[config.mk]
export PLATFORM = sky130hd
export DESIGN_NAME = wav_header_parser
export DESIGN_NICKNAME = d
export VERILOG_FILES = /design/src/hdl/whp_pkg.sv /design/src/hdl/wav_header_parser.sv
export VERILOG_INCLUDE_DIRS = /design/src /design/src/hdl
export SDC_FILE = /design/constraint.sdc
export NUM_CORES = 1
export LEC_CHECK = 0
export ABC_AREA = 1
export BUFFER_PORTS_ARGS = -buffer_cell sky130_fd_sc_hd__buf_2
export CAP_MARGIN = 20
export CORE_MARGIN = 5
export CORE_UTILIZATION = 60
export DETAILED_ROUTE_END_ITERATION = 8
export PLACE_DENSITY = 0.83
export SETUP_SLACK_MARGIN = 0.02
export SYNTH_ARGS = -nofsm -noshare
export SYNTH_HDL_FRONTEND = slang
export SYNTH_SLANG_ARGS = --single-unit
[constraint.sdc]
create_clock -name aclk -period 23 [get_ports aclk]
set_input_delay 3.45 -clock aclk [delete_from_list [all_inputs] [get_ports aclk]]
set_output_delay 3.45 -clock aclk [all_outputs]
set_load 0.005 [all_outputs]
[src/hdl/assert_macros.svh]
// Assertion macros for the RTL of the WAV header parser.
// Depends on nothing; included by modules that carry assertions.
`ifndef ASSERT_MACROS_SVH
`define ASSERT_MACROS_SVH

// Concurrent assertion clocked on clk, disabled while the active-low reset is held.
`define ASSERT_AT(lbl, clk, rstn, prop, msg) \
    lbl: assert property (@(posedge clk) disable iff (!(rstn)) prop) else $error(msg);

// The condition must never be true at a clock edge outside reset.
`define ASSERT_NEVER(lbl, clk, rstn, cond, msg) \
    `ASSERT_AT(lbl, clk, rstn, !(cond), msg)

`endif

[src/hdl/whp_pkg.sv]
// Types and constants of the WAV header parser.
// Depends on nothing; imported by wav_header_parser, whp_checker and tb.
`default_nettype none

package whp_pkg;

    // Report codes, in order of priority for the format chunk checks.
    typedef enum logic [3:0] {
        ST_OK        = 4'd0,
        ST_TRUNC     = 4'd1,
        ST_RIFF      = 4'd2,
        ST_WAVEFMT   = 4'd3,
        ST_TOTAL     = 4'd4,
        ST_TAG       = 4'd5,
        ST_CHANNELS  = 4'd6,
        ST_RATE      = 4'd7,
        ST_BITS      = 4'd8,
        ST_FMT_EXT   = 4'd9,
        ST_DATA_SIG  = 4'd10,
        ST_DATA_SIZE = 4'd11
    } status_t;

    localparam int MAX_EXTENSION_DEFAULT = 20;

    // Signatures stored little-endian: byte k sits at bits [8k+7:8k].
    localparam logic [31:0] RIFF_MAGIC    = 32'h4646_4952;           // "RIFF"
    localparam logic [63:0] WAVEFMT_MAGIC = 64'h2074_6D66_4556_4157; // "WAVEfmt "
    localparam logic [31:0] DATA_MAGIC    = 32'h6174_6164;           // "data"

    localparam logic [31:0] SIZE_MIN    = 32'd44;
    localparam logic [31:0] SIZE_LIMIT  = 32'd50_000_000;
    localparam logic [31:0] RATE_MIN    = 32'd1000;
    localparam logic [31:0] RATE_MAX    = 32'd1_000_000;
    localparam logic [31:0] FMT_BASE    = 32'd16;
    localparam logic [15:0] TAG_PCM     = 16'd1;
    localparam logic [15:0] CH_MONO     = 16'd1;
    localparam logic [15:0] CH_STEREO   = 16'd2;
    localparam logic [15:0] BITS_8      = 16'd8;
    localparam logic [15:0] BITS_16     = 16'd16;

    // Byte offsets in the file.
    localparam int          POS_W        = 6;
    localparam logic [5:0]  POS_RIFF_SZ  = 6'd4;
    localparam logic [5:0]  POS_WAVEFMT  = 6'd8;
    localparam logic [5:0]  POS_FMT_SZ   = 6'd16;
    localparam logic [5:0]  POS_TAG      = 6'd20;
    localparam logic [5:0]  POS_CHAN     = 6'd22;
    localparam logic [5:0]  POS_RATE     = 6'd24;
    localparam logic [5:0]  POS_RATE_END = 6'd28;
    localparam logic [5:0]  POS_BITS     = 6'd34;
    localparam logic [5:0]  POS_HDR_LAST = 6'd35;
    localparam logic [5:0]  POS_TAIL     = 6'd36;
    localparam logic [5:0]  POS_DSIZE    = 6'd40;
    localparam logic [5:0]  POS_LAST     = 6'd43;

    // Result transaction layout.
    localparam int RES_W      = 57;
    localparam int M_TDATA_W  = 64;

endpackage

`default_nettype wire

[src/hdl/wav_header_parser.sv]
// WAV header parser: checks a RIFF/WAVE PCM header one byte per cycle unless stalled.
// Depends on whp_pkg and assert_macros.svh.
//
//  Channel | Ports                              | Contents (lowest bit first)
//  --------+------------------------------------+-------------------------------------------
//  input   | s_tvalid s_tready s_tdata s_tuser  | tdata: data_byte[7:0]; tuser: first_byte;
//          | s_tlast                            | tlast: end_of_stream
//  result  | m_tvalid m_tready m_tdata          | tdata: status[3:0], channel_count[5:4],
//          |                                    | sample_rate[25:6], sample_bits[30:26],
//          |                                    | payload_bytes[56:31], zeros to bit 63
//
// Every byte is judged in the cycle that accepts it; the parser can accept a byte on
// every clock while s_tready is high. Each report is registered as its byte is accepted.
// The result side has an output register plus one skid register, so bytes keep flowing
// while one report waits; s_tready drops only while both hold a report.
// Reset (aresetn low, synchronous) returns the parser to idle and empties both registers.
// In idle, bytes without the first-byte flag are consumed and produce no report.
`include "assert_macros.svh"
`default_nettype none

module wav_header_parser
    import whp_pkg::*;
#(
    parameter int MAX_EXTENSION = MAX_EXTENSION_DEFAULT
) (
    input  wire logic                 aclk,
    input  wire logic                 aresetn,
    input  wire logic                 s_tvalid,
    output logic                      s_tready,
    input  wire logic [7:0]           s_tdata,   // data_byte[7:0]
    input  wire logic                 s_tuser,   // first_byte
    input  wire logic                 s_tlast,   // end_of_stream
    output logic                      m_tvalid,
    input  wire logic                 m_tready,
    output logic [M_TDATA_W-1:0]      m_tdata    // status, channel_count, sample_rate,
                                                 // sample_bits, payload_bytes, zero fill
);

    // Extension counter holds 0..MAX_EXTENSION; at least one bit.
    localparam int EXT_W = $clog2(MAX_EXTENSION + 2);
    localparam logic [31:0] FMT_MAX = FMT_BASE + 32'(MAX_EXTENSION);

    typedef enum logic [1:0] {
        PH_IDLE,
        PH_HEADER,
        PH_EXT,
        PH_TAIL
    } phase_t;

    // Parser state.
    phase_t             phase_reg, phase_next;
    logic [POS_W-1:0]   pos_reg, pos_next;
    logic               riff_ok_reg, riff_ok_next;
    logic               fmt_ok_reg, fmt_ok_next;
    logic               data_ok_reg, data_ok_next;
    logic [31:0]        riff_size_reg, riff_size_next;
    logic [31:0]        fmt_size_reg, fmt_size_next;
    logic [15:0]        tag_reg, tag_next;
    logic [15:0]        chan_reg, chan_next;
    logic [31:0]        rate_reg, rate_next;
    logic [15:0]        bits_reg, bits_next;
    logic [EXT_W-1:0]   ext_left_reg, ext_left_next;
    logic [31:0]        dsize_reg, dsize_next;

    // Result registers.
    logic               out_valid_reg;
    logic [RES_W-1:0]   out_data_reg;
    logic               skid_valid_reg;
    logic [RES_W-1:0]   skid_data_reg;

    logic               accept;
    logic               res_valid;
    status_t            res_status;
    status_t            hdr_status;
    logic [RES_W-1:0]   res_data;
    phase_t             cur_phase;
    logic [POS_W-1:0]   cur_pos;
    logic [7:0]         b;
    logic [31:0]        ext_full;

    assign s_tready = !skid_valid_reg;
    assign accept   = s_tvalid && s_tready;
    assign b        = s_tdata;
    assign m_tvalid = out_valid_reg;
    assign m_tdata  = {{(M_TDATA_W - RES_W){1'b0}}, out_data_reg};

    always_comb begin
        // A first byte restarts the parser regardless of where it stood.
        cur_phase      = s_tuser ? PH_HEADER : phase_reg;
        cur_pos        = s_tuser ? '0 : pos_reg;
        riff_ok_next   = s_tuser ? 1'b1 : riff_ok_reg;
        fmt_ok_next    = s_tuser ? 1'b1 : fmt_ok_reg;
        data_ok_next   = data_ok_reg;
        phase_next     = cur_phase;
        pos_next       = cur_pos;
        riff_size_next = riff_size_reg;
        fmt_size_next  = fmt_size_reg;
        tag_next       = tag_reg;
        chan_next      = chan_reg;
        rate_next      = rate_reg;
        bits_next      = bits_reg;
        ext_left_next  = ext_left_reg;
        dsize_next     = dsize_reg;
        res_valid      = 1'b0;
        res_status     = ST_OK;
        hdr_status     = ST_OK;
        ext_full       = '0;

        unique case (cur_phase)
            PH_IDLE: begin
            end
            PH_HEADER: begin
                // Fields are cleared by being written byte by byte before they are judged.
                priority if (cur_pos < POS_RIFF_SZ) begin
                    if (b != RIFF_MAGIC[8*cur_pos[1:0] +: 8]) begin
                        riff_ok_next = 1'b0;
                    end
                end else if (cur_pos < POS_WAVEFMT) begin
                    riff_size_next[8*cur_pos[1:0] +: 8] = b;
                end else if (cur_pos < POS_FMT_SZ) begin
                    if (b != WAVEFMT_MAGIC[8*cur_pos[2:0] +: 8]) begin
                        fmt_ok_next = 1'b0;
                    end
                end else if (cur_pos < POS_TAG) begin
                    fmt_size_next[8*cur_pos[1:0] +: 8] = b;
                end else if (cur_pos < POS_CHAN) begin
                    tag_next[8*cur_pos[0] +: 8] = b;
                end else if (cur_pos < POS_RATE) begin
                    chan_next[8*cur_pos[0] +: 8] = b;
                end else if (cur_pos < POS_RATE_END) begin
                    rate_next[8*cur_pos[1:0] +: 8] = b;
                end else if (cur_pos >= POS_BITS) begin
                    bits_next[8*cur_pos[0] +: 8] = b;
                end else begin
                end

                // Header checks are judged together, on the field values including this byte.
                priority if (!riff_ok_next) begin
                    hdr_status = ST_RIFF;
                end else if (!fmt_ok_next) begin
                    hdr_status = ST_WAVEFMT;
                end else if (riff_size_next < SIZE_MIN || riff_size_next > SIZE_LIMIT) begin
                    hdr_status = ST_TOTAL;
                end else if (tag_next != TAG_PCM) begin
                    hdr_status = ST_TAG;
                end else if (chan_next != CH_MONO && chan_next != CH_STEREO) begin
                    hdr_status = ST_CHANNELS;
                end else if (rate_next < RATE_MIN || rate_next > RATE_MAX) begin
                    hdr_status = ST_RATE;
                end else if (bits_next != BITS_8 && bits_next != BITS_16) begin
                    hdr_status = ST_BITS;
                end else if (fmt_size_next > FMT_MAX) begin
                    hdr_status = ST_FMT_EXT;
                end else begin
                    hdr_status = ST_OK;
                end

                pos_next = cur_pos + 1'b1;
                if (cur_pos == POS_HDR_LAST) begin
                    // The header is judged before truncation is considered.
                    if (hdr_status != ST_OK) begin
                        res_valid  = 1'b1;
                        res_status = hdr_status;
                        phase_next = PH_IDLE;
                    end else begin
                        // The format size has passed its check, so the extension fits.
                        ext_full      = fmt_size_next - FMT_BASE;
                        ext_left_next = (fmt_size_next > FMT_BASE) ? ext_full[EXT_W-1:0] : '0;
                        pos_next      = POS_TAIL;
                        data_ok_next  = 1'b1;
                        phase_next    = (ext_left_next != '0) ? PH_EXT : PH_TAIL;
                    end
                end
                if (s_tlast && !res_valid) begin
                    res_valid  = 1'b1;
                    res_status = ST_TRUNC;
                    phase_next = PH_IDLE;
                end
            end
            PH_EXT: begin
                // Extension bytes of the format chunk are skipped.
                if (ext_left_reg != '0) begin
                    ext_left_next = ext_left_reg - 1'b1;
                end
                if (ext_left_next == '0) begin
                    phase_next = PH_TAIL;
                end
                if (s_tlast) begin
                    res_valid  = 1'b1;
                    res_status = ST_TRUNC;
                    phase_next = PH_IDLE;
                end
            end
            PH_TAIL: begin
                if (cur_pos < POS_DSIZE) begin
                    if (b != DATA_MAGIC[8*cur_pos[1:0] +: 8]) begin
                        data_ok_next = 1'b0;
                    end
                end else begin
                    dsize_next[8*cur_pos[1:0] +: 8] = b;
                end
                pos_next = cur_pos + 1'b1;
                if (cur_pos >= POS_LAST) begin
                    res_valid  = 1'b1;
                    phase_next = PH_IDLE;
                    priority if (!data_ok_next) begin
                        res_status = ST_DATA_SIG;
                    end else if (dsize_next == '0 || dsize_next > SIZE_LIMIT) begin
                        res_status = ST_DATA_SIZE;
                    end else begin
                        res_status = ST_OK;
                    end
                end else if (s_tlast) begin
                    res_valid  = 1'b1;
                    res_status = ST_TRUNC;
                    phase_next = PH_IDLE;
                end
            end
            default: begin
            end
        endcase

        // Header values are reported only for a clean header.
        if (res_status == ST_OK) begin
            res_data = {dsize_next[25:0], bits_next[4:0], rate_next[19:0], chan_next[1:0],
                        res_status};
        end else begin
            res_data = {{(RES_W - 4){1'b0}}, res_status};
        end
    end

    // Parser state only moves on an accepted transaction.
    always_ff @(posedge aclk) begin
        if (!aresetn) begin
            phase_reg     <= PH_IDLE;
            pos_reg       <= '0;
            riff_ok_reg   <= 1'b1;
            fmt_ok_reg    <= 1'b1;
            data_ok_reg   <= 1'b1;
            ext_left_reg  <= '0;
        end else if (accept) begin
            phase_reg     <= phase_next;
            pos_reg       <= pos_next;
            riff_ok_reg   <= riff_ok_next;
            fmt_ok_reg    <= fmt_ok_next;
            data_ok_reg   <= data_ok_next;
            ext_left_reg  <= ext_left_next;
        end
    end

    always_ff @(posedge aclk) begin
        if (accept) begin
            riff_size_reg <= riff_size_next;
            fmt_size_reg  <= fmt_size_next;
            tag_reg       <= tag_next;
            chan_reg      <= chan_next;
            rate_reg      <= rate_next;
            bits_reg      <= bits_next;
            dsize_reg     <= dsize_next;
        end
    end

    // Output register with one skid entry behind it.
    always_ff @(posedge aclk) begin
        if (!aresetn) begin
            out_valid_reg  <= 1'b0;
            skid_valid_reg <= 1'b0;
        end else if (skid_valid_reg) begin
            if (m_tready) begin
                out_data_reg   <= skid_data_reg;
                skid_valid_reg <= 1'b0;
            end
        end else if (accept && res_valid) begin
            if (!out_valid_reg || m_tready) begin
                out_valid_reg <= 1'b1;
                out_data_reg  <= res_data;
            end else begin
                skid_valid_reg <= 1'b1;
                skid_data_reg  <= res_data;
            end
        end else if (m_tready) begin
            out_valid_reg <= 1'b0;
        end
    end

    `ASSERT_AT(a_skid_behind_out, aclk, aresetn, skid_valid_reg |-> out_valid_reg,
        "skid entry holds a report while the output register is empty")
    `ASSERT_NEVER(a_idle_silent, aclk, aresetn,
        accept && !s_tuser && phase_reg == PH_IDLE && res_valid,
        "a byte taken in idle produced a report")
    `ASSERT_AT(a_last_reports, aclk, aresetn,
        (accept && s_tlast && (s_tuser || phase_reg != PH_IDLE)) |-> res_valid,
        "end of stream inside a file produced no report")
    `ASSERT_AT(a_report_idles, aclk, aresetn, (accept && res_valid) |=> phase_reg == PH_IDLE,
        "parser did not return to idle after a report")

endmodule

`default_nettype wire

==> metrics.md, run 1 <==
| Metric | Value |
|---|---|
| Seq/Total Area, Yosys | 55.7% |
| Cell variety after synth | 52 |
| Multi-input logic area | 5860 sq um |
| Ports | 80 |
| Port Buf Inserts | 72 |
| Vias in the first global route | 13000 |
| Postcts setup bufs | 0 |
| Main flop type after synthesis | edfxtp_1 |
| Peak VDD IR | 0.0000684 V |
| Combinational power share | 10.0% |
| Fmax | 128 MHz |
| Clk_lat worst skew | 0.52 ns |
| Die Y | 175 um |
| Final Cycle Share | 34.0% |
| Start-to-end type of the worst setup path | input port to flip-flop |
| RSZ-0062 raised after global routing | false |
| Outcome | finished clean |
| Fillers | 2113 |
| Psw | 326 uW |
| Slew @ Worst Pin | 0.872 ns |
| Setup slack, reg-to-reg | 17.90 ns |
| Design Area, Final | 18000 sq um |
| Post-route ant nets | 0 |
| Hold depth | 2 |
| Avg Cell Area, Syn | 8.39 sq um |
| PD cells | 73.9 nW/um^2 |
| First-pass GRT wire length | 70800 um |
| Worst-path clk slew | 0.06 ns |
| Die footprint | 30500 sq um |
| Hold_sp | data_ok_reg |
| DRC viols | 0 |
| CP Capture Type | flip-flop |
| Critical path arrival | 8.17 ns |
| Slew Limit Fails | 0 |
| Fin. Hold Viols | 0 |
| Warnings, synthesis | 0 |
| TritonCTS clock tree | built |
| Vias per std cell | 5.77 |
| Count of state elements after synthesis | 308 |
| Largest net degree at the start of global routing | 67 |
| Share of layout cells above drive strength 1 | 10.8% |
| Relative slew slack | 41.8% |
| Total CTS buffers | 34 |
| H-tree levels | 2 |
| Drt pass-1 iters | 6 |
| Total number of vias | 13600 |
| Switching Fraction | 24.5% |
| Hold worst-path end | data_ok_reg |
| Setup crit start kind | input port |
| Cts hold-fix bufs | 0 |
| Clock Skew | 0.0121 ns |
| Total track usage | 29.0% |
| Core Rows | 60 |
| Number of synthesized flops with an enable pin | 290 |
| Register cell area after layout | 9070 sq um |
| Global placer's final weighted congestion | 0.961 |
| Post-DP HPWL | 31100 um |
| Area growth syn-to-layout | 10.4% |
| Syn Inst Count | 1942 |
| Core ar. | 26900 sq um |
| Async set-reset flop share out of synthesis | 0% |
| Final core utilization | 66.9% |
| TritonCTS Sinks | 308 |
| Total Wirelength | 44900 um |
| Bufs on Longest Clock Path | 3 |
| Nets | 2010 |
| CP max FO | 54 |
| Worst hold path class | flip-flop to flip-flop |
| Congestion Overflow GR | 0 |
| Initial Util | 60.6% |
| Total negative slack | 0 ns |
| Minimum clock period | 7.82 ns |
| Int Power | 1000 uW |
| WL per Instance | 19.0 um |
| Worst r2r src | pos_reg[0] |
| WP data required | 23.35 ns |
| Clk pwr share | 40.9% |
| Iteration-0 DRC Markers | 1716 |
| Reg2reg path depth | 20 |
| R2r endpoint | skid_data_reg[51] |
| Root Driver | clkbuf_16 |
| Final setup viols | 0 |
| Antenna violations before repair | 0 |
| DIE WIDTH | 175 um |
| Synthesized area | 16300 sq um |
| Cts repair resizes | 0 |
| Leak Pwr | 0.00784 uW |
| Sequential Power Share | 49.2% |
| Placed Area | 16800 sq um |
| Max_cap viols | 0 |
## cell type report
type | count | share of cell area [%]
Sequential cell | 308 | 50.4
Clock inverter | 19 | 1.17
Timing Repair Buffer | 87 | 2.74
Multi-Input combinational cell | 1290 | 32.6
Tap cell | 341 | 2.37
Clock buffer | 39 | 4.96
Inverter | 272 | 5.69
Antenna cell | 2 | 0.0278
## layout by cell type (no fill, tap or decap), types with 4 or more instances in the layout
cell type and instances:
conb_1 7, o21ai_0 149, or2_2 31, inv_1 259, nor3_1 13, clkbuf_1 4, clkbuf_16 35, nand3_1 132
o21ai_1 38, nor2_2 11, nand3_2 8, o21ai_2 4, a21oi_1 26, nor2_4 6, buf_2 72, nor2_1 197
inv_2 9, nand2_2 4, edfxtp_1 290, o22ai_1 8, dfxtp_1 17, clkinv_2 6, nor4_1 4, xor2_1 8
clkinv_1 6, bufinv_16 4, nand4_1 21, a31oi_1 7, buf_4 14, a22oi_1 7, nand2_1 577
## worst max path at each step
stage,startpoint,endpoint,slack [ns]
4_1_cts,s_tuser,skid_data_reg[51],15.22
2_1_floorplan,s_tuser,bits_reg[10],13.30
5_1_grt,s_tuser,skid_data_reg[51],14.76
3_3_place_gp,s_tuser,skid_data_reg[21],14.95
6_report,s_tuser,skid_data_reg[51],15.18
3_5_place_dp,s_tuser,skid_data_reg[40],14.80
## per-stage QoR
step                      hold WS (ns)  setup slack (ns)  power [uW]  std cells
after floorplan                  0.435             13.30         756       1948
after global placement           0.453             14.95         788       2297
after detailed placement         0.460             14.80         793       2297
after CTS                        0.474             15.22        1330       2355
after global routing             0.501             14.76        1380       2356
final                            0.485             15.18        1330       2358
## metal layers
| metal | up-vias | share of wire, % | wire length (um) | track usage [%] |
|---|---|---|---|---|
| li1 | 6452 | - | - | - |
| met1 | 6279 | 40 | 17900 | 39.2 |
| met2 | 720 | 47 | 21000 | 47.5 |
| met3 | 145 | 8.8 | 3960 | 4.46 |
| met4 | 0 | 4.5 | 2040 | 11.4 |
| met5 | - | 0 | 0 | 0 |
## power groups by stage
| stage | sequential, uW | combinational [uW] | clock (uW) |
|---|---|---|---|
| floorplan | 665 | 91.5 | 0 |
| global placement | 664 | 124 | 0 |
| detailed placement | 665 | 128 | 0 |
| CTS | 653 | 130 | 548 |
| global route | 655 | 147 | 574 |
| finish | 654 | 132 | 544 |
## synthesized netlist by cell type (4+ instances only)
| cell | number | area [sq um] |
|---|---|---|
| a21oi_1 | 27 | 135 |
| a22oi_1 | 7 | 52.6 |
| a31oi_1 | 7 | 43.8 |
| buf_1 | 5 | 18.8 |
| buf_2 | 17 | 85.1 |
| buf_4 | 14 | 105 |
| clkbuf_1 | 39 | 146 |
| clkinv_1 | 4 | 15.0 |
| dfxtp_1 | 18 | 360 |
| edfxtp_1 | 290 | 8710 |
| inv_1 | 259 | 972 |
| inv_2 | 8 | 30.0 |
| nand2_1 | 577 | 2170 |
| nand2_2 | 4 | 25.0 |
| nand3_1 | 132 | 661 |
| nand3_2 | 8 | 80.1 |
| nand4_1 | 21 | 131 |
| nor2_1 | 200 | 751 |
| nor2_2 | 10 | 62.6 |
| nor2_4 | 4 | 45.0 |
| nor3_1 | 13 | 65.1 |
| nor4_1 | 4 | 25.0 |
| o21ai_0 | 150 | 751 |
| o21ai_1 | 37 | 185 |
| o21ai_2 | 4 | 35.0 |
| o22ai_1 | 8 | 50.1 |
| or2_2 | 31 | 194 |
| xor2_1 | 8 | 70.1 |
## cells by family after synthesis
| logic type | Yosys count | synth area share, % |
|---|---|---|
| other | 1 | 0.0230 |
| adder cells (fa/ha/maj) | 3 | 0.230 |
| XOR/XNOR | 9 | 0.484 |
| buffers and inverters | 350 | 8.67 |
| flip-flops | 308 | 55.7 |
| AND/OR/NAND/NOR | 1018 | 26.6 |
| AO/OA/AOI/OAI | 253 | 8.34 |
## critical path, stage by stage
cell and delay (ns):
buf_2 0.14, inv_2 0.22, nand2_2 0.36, nor2_1 0.29
buf_4 0.25, nand3_1 0.41, nand2_1 0.20, o21ai_0 0.16
nor2_1 0.29, nand2_1 0.08, nor2_1 0.13, nand3_1 0.09
nand3_1 0.08, nand2_1 0.08, and2_1 0.19, nand3_1 0.09
nand2_1 0.06, nand2_1 0.11, nand3_2 0.15, nor2_8 0.62
inv_4 0.43, nor2_1 0.24
Note: power is estimated with default switching activity, not from simulation.
==> inputs of run 2 (changes only) <==
--- a/config.mk
+++ b/config.mk
@@ -6,7 +6,7 @@
 export SDC_FILE = /design/constraint.sdc
 export NUM_CORES = 1
 export LEC_CHECK = 0
-export ABC_AREA = 1
+export ABC_AREA = 0
 export BUFFER_PORTS_ARGS = -buffer_cell sky130_fd_sc_hd__buf_2
 export CAP_MARGIN = 20
 export CORE_MARGIN = 5
==> constraint.sdc (replaced) <==
create_clock -name aclk -period 7.75 [get_ports aclk]
set_input_delay 1.1625 -clock aclk [delete_from_list [all_inputs] [get_ports aclk]]
set_output_delay 1.1625 -clock aclk [all_outputs]
set_load 0.005 [all_outputs]
==> metrics.md, run 2 <==
| Metric | Value |
|---|---|
| Cts repair resizes | 0 (unchanged) |
| Share of layout cells above drive strength 1 | 17.4% (+6.6 points) |
| TritonCTS clock tree | built |
| CP max FO | 49 (-9.3%) |
| PD cells | 209 nW/um^2 (+180%) |
| DRC viols | 0 (unchanged) |
| Worst-path clk slew | 0.06 ns (about the same) |
| Fmax | 165 MHz |
| Vias in the first global route | 12300 (-6.0%) |
| Seq/Total Area, Yosys | 55.9% (+0.21 points) |
| Clk_lat worst skew | 0.53 ns (about the same) |
| Top cells by count, synth | edfxtp_1 (290), nand2_1 (145), nor3_1 (95), nor2_1 (91) |
| Most common cell after layout, fill and taps aside | edfxtp_1 |
| Antenna violations before repair | 0 (unchanged) |
| Final setup viols | 0 (unchanged) |
| Total track usage | 27.3% (-1.6 points) |
| Iteration-0 DRC Markers | 2000 (+17%) |
| Port Buf Inserts | 72 (unchanged) |
| Async set-reset flop share out of synthesis | 0% (unchanged) |
| Largest net degree at the start of global routing | 97 (+45%) |
| Top-count cell post-synth | edfxtp_1 |
| Post-route ant nets | 0 (unchanged) |
| Total CTS buffers | 34 (unchanged) |
| H-tree levels | 2 (unchanged) |
| Synthesized area | 16200 sq um (-0.38%) |
| Syn Inst Count | 1473 (-24%) |
| Post-DP HPWL | 26900 um (-14%) |
| Initial Util | 60.5% (-0.064 points) |
| CP peak stage delay | 0.70 ns (+0.08 ns) |
| Slew Limit Fails | 0 (unchanged) |
| Total Wirelength | 42900 um (-4.4%) |
| Root Driver | clkbuf_16 |
| Clock Skew | 0.0265 ns (+0.0145 ns) |
| Avg Cell Area, Syn | 11.0 sq um (+31%) |
| CP Capture Type | flip-flop |
| Outcome | finished clean |
| Global placer's final weighted congestion | 0.985 (+2.5%) |
| Largest cells by area after synthesis | edfxtp_1 (54%), mux2_2 (5.7%), mux2i_1 (3.9%) |
| First-pass GRT wire length | 67500 um (-4.6%) |
| Worst path cell trace | buf_2 > nand2b_1 > nand3_1 > or4_1 > a221oi_1 > nand4_1 > o31ai_1 > nand3_4 > buf_4 > o41ai_1 |
| Die Y | 174 um (-0.18%) |
| Max_cap viols | 0 (unchanged) |
| Total negative slack | 0 ns (unchanged) |
| WL per Instance | 23.1 um (+21%) |
| Most frequent cells in the layout | edfxtp_1 (290), nand2_1 (145), nor3_1 (94), nor2_1 (90), mux2_2 (82) |
| Ports | 80 (unchanged) |
| Hold_ws | 0.511 ns (+0.0266 ns) |
| Congestion Overflow GR | 0 (unchanged) |
| Core ar. | 26800 sq um (-0.28%) |
| Cell variety after synth | 83 (+60%) |
| Nets | 1512 (-25%) |
| Slew @ Worst Pin | 1.01 ns (+0.137 ns) |
| Final Cycle Share | 78.4% |
| Fin cells | 1860 (-21%) |
| Die footprint | 30400 sq um (-0.37%) |
| Total number of vias | 12800 (-5.5%) |
| Main flop type after synthesis | edfxtp_1 |
| Worst hold path class | flip-flop to flip-flop |
| Warnings, synthesis | 0 (unchanged) |
| Postcts setup bufs | 0 (unchanged) |
| Relative slew slack | 32.6% (-9.2 points) |
| WP data required | 8.05 ns (-15.30 ns) |
| Synth top area share | 53.7% (+0.21 points) |
| Critical-path top delay cell | a221oi_1 |
| Setup crit start kind | input port |
| Fin. Hold Viols | 0 (unchanged) |
| Peak VDD IR | 0.000162 V (+140%) |
| TritonCTS Sinks | 308 (unchanged) |
| Synth area leader | edfxtp_1 |
| Minimum clock period | 6.07 ns |
| Core Rows | 60 (unchanged) |
| DIE WIDTH | 174 um (-0.18%) |
| Buf/Inv on CP | 2 (-2) |
| Start-to-end type of the worst setup path | input port to flip-flop |
| Setup slack, reg-to-reg | 1.99 ns (-15.91 ns) |
| Area growth syn-to-layout | 10.5% |
| Antenna cells | 0 (-2) |
| Drt pass-1 iters | 8 (+2) |
| Leak Pwr | 0.00571 uW (-27%) |
| Critical path's top delay family | simple AND/OR/NAND/NOR gates |
| Count of state elements after synthesis | 308 (unchanged) |
| Number of synthesized flops with an enable pin | 290 (unchanged) |
| Vias per std cell | 6.91 (+20%) |
| Placed Cells | 1798 (-22%) |
| Bufs on Longest Clock Path | 3 (unchanged) |
| Critical path arrival | 6.38 ns (-1.79 ns) |
| Cts hold-fix bufs | 0 (unchanged) |
| RSZ-0062 raised after global routing | false |
## run 2: cells by family (layout without fill, tap and decap cells)
family / count (synthesis) / count (layout) / share of synthesized area, %
other: 1 / 7 / 0.0231
buffers and inverters: 200 / 240 / 5.14
muxes: 145 / 145 / 9.58
xor gates and xnor gates: 9 / 9 / 0.486
adders and majority gates: 3 / 3 / 0.231
and+or+nand+nor: 513 / 513 / 16.2
DFF: 308 / 308 / 55.9
AOI/OAI and AO/OA: 294 / 294 / 12.4
## run 2: final timing paths
check                    startpoint               end  cells past startpoint
hold reg to reg   skid_data_reg[18]  out_data_reg[18]                      2
setup / recovery            s_tuser  out_data_reg[43]                     10
hold / removal    skid_data_reg[18]  out_data_reg[18]                      2
setup reg to reg         pos_reg[2]  out_data_reg[43]                     10
## run 2: final cells by class
type,instances,area [sq um]
flip-flops and latches,308,9070
fillers,1895,8860
multi-input cells,971,6390
clock buffers,41,877
repair buffers,105,601
well taps,341,427
clock inverters,19,288
inverters,75,282
## run 2: power by group
part	internal [uW]	switching (uW)	total, uW
clock	1020	667	1690
sequential	1840	15.1	1860
combinational	57.7	142	200
## run 2: worst register-to-register path: cells and delay by family, from the launching register on
| family | cells | cell delay [ns] |
|---|---|---|
| buffers and inverters | 1 | 0.51 |
| AOI/OAI and AO/OA | 3 | 1.64 |
| and+or+nand+nor | 5 | 2.07 |
| muxes | 1 | 0.37 |
| DFF | 1 | 0.98 |
## run 2: per-stage QoR
step	power [uW]	util (%)	setup WS, ns	area [sq um]
final	3740	66.9	1.68	17900
after global routing	3850	66.9	1.52	17900
after CTS	3750	66.9	1.99	17900
after detailed placement	2080	62.5	1.47	16800
after global placement	2070	62.5	1.66	16800
after floorplan	2020	-	0.261	16300
## run 2: metal layers
layer | share of wire [%] | global-route usage (%) | wire [um]
met1 | 38 | 37.5 | 16400
met3 | 11 | 5.94 | 4900
met4 | 4.9 | 11.4 | 2080
met2 | 45 | 42.5 | 19500
met5 | 0 | 0 | 0
